<file path="src/rtl/lzw_pkg.sv">
`timescale 1ns / 1ps
package lzw_pkg;

    localparam int MAX_CODE_BITS = 12;
    localparam int TABLE_DEPTH   = 8192;

    localparam int CODE_W  = MAX_CODE_BITS;
    localparam int NEXT_W  = MAX_CODE_BITS + 1;
    localparam int WIDTH_W = $clog2(MAX_CODE_BITS + 1);
    localparam int TBL_AW  = $clog2(TABLE_DEPTH);
    localparam int KEY_W   = CODE_W + 8;
    localparam int PROD_W  = TBL_AW + 13;
    localparam int ACC_W   = 7 + MAX_CODE_BITS;
    localparam int CNT_W   = $clog2(ACC_W + 1);

    localparam logic [15:0]        HASH_MULT  = 16'd40503;
    localparam logic [NEXT_W-1:0]  CODE_INIT  = NEXT_W'(256);
    localparam logic [WIDTH_W-1:0] WIDTH_INIT = WIDTH_W'(9);

    typedef struct packed {
        logic [7:0] data_byte;
        logic       final_byte;
    } in_t;

    typedef struct packed {
        logic [7:0] packed_byte;
        logic [2:0] pad_count;
        logic       stream_end;
    } out_t;

    typedef struct packed {
        logic              valid;
        logic [CODE_W-1:0] prefix;
        logic [7:0]        dbyte;
        logic [CODE_W-1:0] code;
    } entry_t;

    localparam int ENTRY_W = $bits(entry_t);

    typedef enum logic [3:0] {
        ST_CLEAR,
        ST_IDLE,
        ST_START,
        ST_ADDR,
        ST_READ,
        ST_CHECK,
        ST_EMIT,
        ST_TAIL,
        ST_FEMIT,
        ST_PAD,
        ST_WIPE
    } state_t;

    typedef struct packed {
        logic latch_in;
        logic take_first;
        logic mul_key;
        logic load_slot;
        logic rd_en;
        logic probe_next;
        logic take_hit;
        logic miss;
        logic ins_ok;
        logic load_flush;
        logic emit_byte;
        logic emit_end;
        logic save_tail;
        logic emit_pad;
        logic wipe;
        logic clear_step;
    } cmd_t;

    typedef struct packed {
        logic pvalid;
        logic final_b;
        logic hit;
        logic empty;
        logic probe_last;
        logic n_ge8;
        logic n_eq8;
        logic n_zero;
        logic out_free;
        logic clr_last;
    } stat_t;

endpackage

</file>
<file path="src/rtl/lzw_ctrl.sv">
`timescale 1ns / 1ps
module lzw_ctrl (
    input  logic           aclk,
    input  logic           aresetn,
    input  logic           s_valid,
    output logic           s_ready,
    input  lzw_pkg::stat_t stat,
    output lzw_pkg::cmd_t  cmd
);
    import lzw_pkg::*;

    state_t state_reg;
    state_t state_next;

    always_ff @(posedge aclk) begin
        if (!aresetn) begin
            state_reg <= ST_CLEAR;
        end else begin
            state_reg <= state_next;
        end
    end

    always_comb begin
        state_next = state_reg;
        unique case (state_reg)
            ST_CLEAR: if (stat.clr_last) state_next = ST_IDLE;
            ST_IDLE:  if (s_valid) state_next = ST_START;
            ST_START: state_next = stat.pvalid ? ST_ADDR : ST_TAIL;
            ST_ADDR:  state_next = ST_READ;
            ST_READ:  state_next = ST_CHECK;
            ST_CHECK: begin
                if (stat.hit) begin
                    state_next = ST_TAIL;
                end else if (stat.empty || stat.probe_last) begin
                    state_next = ST_EMIT;
                end else begin
                    state_next = ST_READ;
                end
            end
            ST_EMIT:  if (!stat.n_ge8) state_next = ST_TAIL;
            ST_TAIL:  state_next = stat.final_b ? ST_FEMIT : ST_IDLE;
            ST_FEMIT: begin
                if (!stat.n_ge8) begin
                    state_next = stat.n_zero ? ST_WIPE : ST_PAD;
                end
            end
            ST_PAD:   if (stat.out_free) state_next = ST_WIPE;
            ST_WIPE:  state_next = ST_CLEAR;
            default:  state_next = ST_CLEAR;
        endcase
    end

    always_comb begin
        cmd     = '0;
        s_ready = 1'b0;
        unique case (state_reg)
            ST_CLEAR: cmd.clear_step = 1'b1;
            ST_IDLE: begin
                s_ready      = 1'b1;
                cmd.latch_in = s_valid;
            end
            ST_START: begin
                cmd.take_first = !stat.pvalid;
                cmd.mul_key    = stat.pvalid;
            end
            ST_ADDR:  cmd.load_slot = 1'b1;
            ST_READ:  cmd.rd_en = 1'b1;
            ST_CHECK: begin
                cmd.take_hit   = stat.hit;
                cmd.miss       = !stat.hit && (stat.empty || stat.probe_last);
                cmd.ins_ok     = stat.empty;
                cmd.probe_next = !stat.hit && !stat.empty && !stat.probe_last;
            end
            ST_EMIT: begin
                cmd.emit_byte = stat.n_ge8 && stat.out_free;
                cmd.save_tail = !stat.n_ge8;
            end
            ST_TAIL:  cmd.load_flush = stat.final_b;
            ST_FEMIT: begin
                cmd.emit_byte = stat.n_ge8 && stat.out_free;
                cmd.emit_end  = stat.n_eq8;
            end
            ST_PAD:   cmd.emit_pad = stat.out_free;
            ST_WIPE:  cmd.wipe = 1'b1;
            default:  cmd = '0;
        endcase
    end
endmodule

</file>
<file path="config.mk">
export PLATFORM = sky130hd
export DESIGN_NAME = lzw_ctrl
export DESIGN_NICKNAME = d
export VERILOG_FILES = /design/src/rtl/lzw_pkg.sv /design/src/rtl/lzw_ctrl.sv
export SDC_FILE = /design/constraint.sdc
export NUM_CORES = 1
export LEC_CHECK = 0
export BUFFER_PORTS_ARGS = -buffer_cell sky130_fd_sc_hd__buf_4
export CORE_AREA = 2 2 39 41
export CTS_CLUSTER_SIZE = 25
export DETAILED_ROUTE_END_ITERATION = 8
export DIE_AREA = 0 0 41 43
export GPL_TIMING_DRIVEN = 0
export PLACE_DENSITY_LB_ADDON = 0.05
export SYNTH_ARGS = -nofsm -noshare
export SYNTH_HDL_FRONTEND = slang
export SYNTH_SLANG_ARGS = --single-unit
</file>
<file path="constraint.sdc">
create_clock -name aclk -period 2.09 [get_ports aclk]
set_clock_uncertainty 0.2 [all_clocks]
set_input_delay 0.418 -clock aclk [delete_from_list [all_inputs] [get_ports aclk]]
set_output_delay 0.418 -clock aclk [all_outputs]
set_load 0.03 [all_outputs]
</file>
After elaboration in Yosys (flattened, before gate mapping)
Index checks and enable logic that the tools add are counted.

Mux-type cells: 24. Reduce and logical (&&, ||, !) cells: 13. Equal/unequal tests: 15.

Operators with widths (count): 4-bit one-hot mux with 10 select lines (1); 4-bit 2-to-1 mux (7); 4-bit by 3-bit == test with 1-bit output (second input constant) (4); 4-bit == test (second input constant) (3); 1-bit 2-to-1 mux (11); 2-bit inequality test (second input constant) (5); 4-bit by 2-bit == test with 1-bit output (second input constant) (2); 2-bit 2-to-1 mux (4); 1-bit zero test (5); 5-bit AND reduction (1); 4-bit by 1-bit == test with 1-bit output (second input constant) (1); 1-bit logical AND (4); 4-bit zero test (1); 3-bit 2-to-1 mux (1); 2-bit OR reduction (1); 1-bit logical OR (1).

Input bits: 13. Word-level logic and storage cells: 53. Output and inout bits: 17. Register bits after elaboration: 4.

Longest topological paths before layout
Word-level depth: 4. Gate-level depth with buffers: 5.

Least setup slack after synthesis
Ideal clock, no wire load.

Path type: reg-to-output. Start point: register state_reg[1]. End point: output cmd[10] in the netlist's numbering. Stages on the path, launching flop included: 6. Arrival time: 1749 ps. Path buffers: 2. Slack: -277 ps. Cell sequence: dfxtp_1 > clkbuf_1 > buf_2 > nor2_1 > nand2_1 > nor4_1.

RTL lines: start, declared (line lzw_ctrl.sv:12) `state_t state_reg;`; start signal, assigned (line lzw_ctrl.sv:19) `state_reg <= state_next;`; end, declared (line lzw_ctrl.sv:8) `output lzw_pkg::cmd_t cmd`.

==> metrics.md <==
| Metric | Value |
|---|---|
| Crit-path cells | buf_4, nand2b_1, nor3_1, buf_4 |
| Syn_nets | 82 |
| Initial antenna violation count | 0 |
| P_leak | 0.3962 nW |
| RSZ-0062 raised after global routing | yes |
| Reg clk slew, reported paths | 0.04 ns |
| CTS Hold Bufs | 0 |
| Initial DRT Pass Iterations | 4 |
| DRT iter0 DRCs | 27 |
| Via count | 656 |
| Die area | 1763 um2 |
| Critical path peak fanout | 10 |
| Reg2Reg Depth | 4 |
| Distinct cells, synth | 29 |
| Final WS setup | 0.08827 ns |
| Vias in the first global route | 574 |
| Reg-to-reg critical path startpoint | state_reg[2] |
| Kind of critical path | reg -> out |
| Number of synthesis warnings | 0 |
| Largest buffer count on any clock path | 2 |
| Vias per cell | 5.655 |
| Share of the yosys chip area belonging to registers | 17.34% |
| Crit-path slowest cell | dfxtp_1 |
| Max Slew Vio Count | 0 |
| Num CTS Buffers | 3 |
| Commonest non-fill, non-tap cell in the layout | buf_4 |
| Syn Area/Cell | 6.691 um2 |
| Wirelength per Cell | 12.73 um |
| Slowest stage delay, CP | 0.44 ns |
| Crit path required time | 1.47 ns |
| Drt total wl | 1477 um |
| Max_slew headroom | 71.35% |
| FF-to-FF End | state_reg[1] |
| Max Cap Viol | 0 |
| Crit path arrival time | 1.38 ns |
| Pwr per Cell Area | 905.9 nW/um2 |
| Detailed-route DRC error count | 0 |
| RePlAce Congestion | 0.8181 |
| M1 WL | 630 um |
| Row Count | 14 |
| Synthesized cell area | 461.7 um2 |
| Sink Count | 4 |
| Post-route ant nets | 0 |
| GRT Total Usage | 18.27% |
| Area delta synth->final | 66.12% |
| Fin Setup TNS | 0 ns |
| Hold Fails Final Rpt | 0 |
| Worst VDD drop | 527.1 uV |
| Most used cell, CP | buf_4 |
| Io pins | 30 |
| Area of the core | 1384 um2 |
| HPWL after DPL | 1173 um |
| Hold_sp | aresetn |
| Largest net degree at the start of global routing | 11 |
| NumNets Final | 115 |
| Die H | 43 um |
| Global route overflow | 0 |
| H-tree levels | 1 |
| Skew-Pair Late Insertion Delay | 0.23 ns |
| Top sig layer | met3 |
| Hold worst-path end | state_reg[3] |
| Wire length on met3 | 130 um |
| Wire length on met2 | 716 um |
| Postcts setup bufs | 0 |
| Final setup vio count | 0 |
| # diodes | 0 |
| Final period util | 95.78% |
| Fmax achieved | 499.6 MHz |
| Port Buffers | 29 |
| Outcome | complete, no violations |
| CTS tree | built |
| R2R setup slack | 0.29 ns |
| Clk root buf | clkbuf_4 |
| Commonest cells after routing, fill and taps aside | buf_4 (31), nand2_1 (6), nor2_1 (5), and3_1 (5), nor3_1 (5) |
| CP endpoint kind | primary output |
| Critical Path Start Type | flip-flop |
| Syn Inst Count | 69 |
| Initial Utilization | 33.36% |
| Final std cells w/o fill | 116 |
| Placed cell count | 114 |
| Tmin final | 2.002 ns |
| Die Wd | 41 um |
| Tot Pwr | 0.6948 mW |
| Min-Delay Path Class | in -> reg |
| First-pass GRT wire length | 2311 um |
| Share of cells above drive strength 1 | 48.00% |
| Yosys reg bits | 4 |
| Hold depth | 2 |
| Worst slack, placed | 0.09837 ns |
| Largest register FFs | 4 |
| Slew @ Worst Pin | 0.4258 ns |
[worst max path at each step]
stage / startpoint / endpoint / slack [ns]
after floorplan: state_reg[1] / cmd[14] / -0.08
after global placement: state_reg[2] / cmd[3] / 0.09
after detailed placement: state_reg[1] / cmd[10] / 0.1
after CTS: state_reg[0] / cmd[10] / 0.01
after global routing: state_reg[1] / cmd[10] / -0.0005
final: state_reg[2] / cmd[3] / 0.09
[power by group]
part / switching, mW / total [mW] / internal, mW / leakage, nW
registers: 0.0363 / 0.136 / 0.100 / 0.0339
clock network: 0.0253 / 0.0891 / 0.0638 / 0.0138
logic: 0.281 / 0.469 / 0.189 / 0.348
total: 0.342 / 0.695 / 0.353 / 0.396
[kinds of logic after synthesis]
logic type	after synthesis	share of synthesized area, %
buf+inv	7	6.234
compound gates	16	25.21
simple gates	42	51.22
flops	4	17.34
[area by class of cell]
type                    instances  area [um2]
clock buffers                   3       22.52
flip-flops and latches          4       83.83
repair buffers                 29       217.7
well taps                      16       20.02
plain buffers                   4       25.02
multi-input cells              58       390.4
fillers                       156       616.8
inverters                       2       7.507
[Yosys cell counts]
library cell,count,area share [%]
a41o_1,2,4.3
nor3b_1,1,1.6
a21o_1,1,1.6
inv_1,2,1.6
o21ai_0,2,2.2
and3b_1,1,1.9
o22ai_1,2,2.7
a32oi_1,2,3.8
and4_1,1,1.9
nor2_1,6,4.9
a22oi_1,1,1.6
and3_2,1,1.6
o21a_1,2,3.3
nor4_1,4,5.4
and3_1,5,6.8
dfxtp_1,4,17
a31oi_1,1,1.4
nand2_1,6,4.9
nand2b_1,2,2.7
buf_2,2,2.2
nor2b_1,3,4.1
nand3_1,2,2.2
o211a_1,1,2.2
nor3_1,7,7.6
and2_1,1,1.4
clkbuf_1,3,2.4
or4b_1,1,2.2
nor4bb_1,1,2.2
a21oi_1,2,2.2
[routing by layer]
layer | GRT usage (%) | vias up
met2 | 27.81 | 34
met4 | 6.000 | 0
met1 | 25.08 | 298
met3 | 3.141 | 0
li1 | - | 324
met5 | 0 | -
[timing repair]
action | 4_1_cts | 5_1_grt
resized for setup | 5 | 9
gates cloned | 0 | 0
setup endpoints to repair | 10 | 7
[per-stage QoR]
| step | utilization (%) | hold slack [ns] | instance area (um2) |
|---|---|---|---|
| after floorplan | - | 0.3358 | 484.2 |
| after global placement | 52.17 | 0.4834 | 721.9 |
| after detailed placement | 52.17 | 0.4826 | 721.9 |
| after CTS | 54.25 | 0.2480 | 750.7 |
| after global routing | 55.43 | 0.2549 | 767.0 |
| final | 55.43 | 0.2492 | 767.0 |
[critical path: cells and delay by family, from the launching register on]
kind | cells | cell delay, ns
AND/OR/NAND/NOR | 2 | 0.32
buffers and inverters | 2 | 0.40
flip-flops | 1 | 0.44
Note: power is estimated with default switching activity, not from simulation.
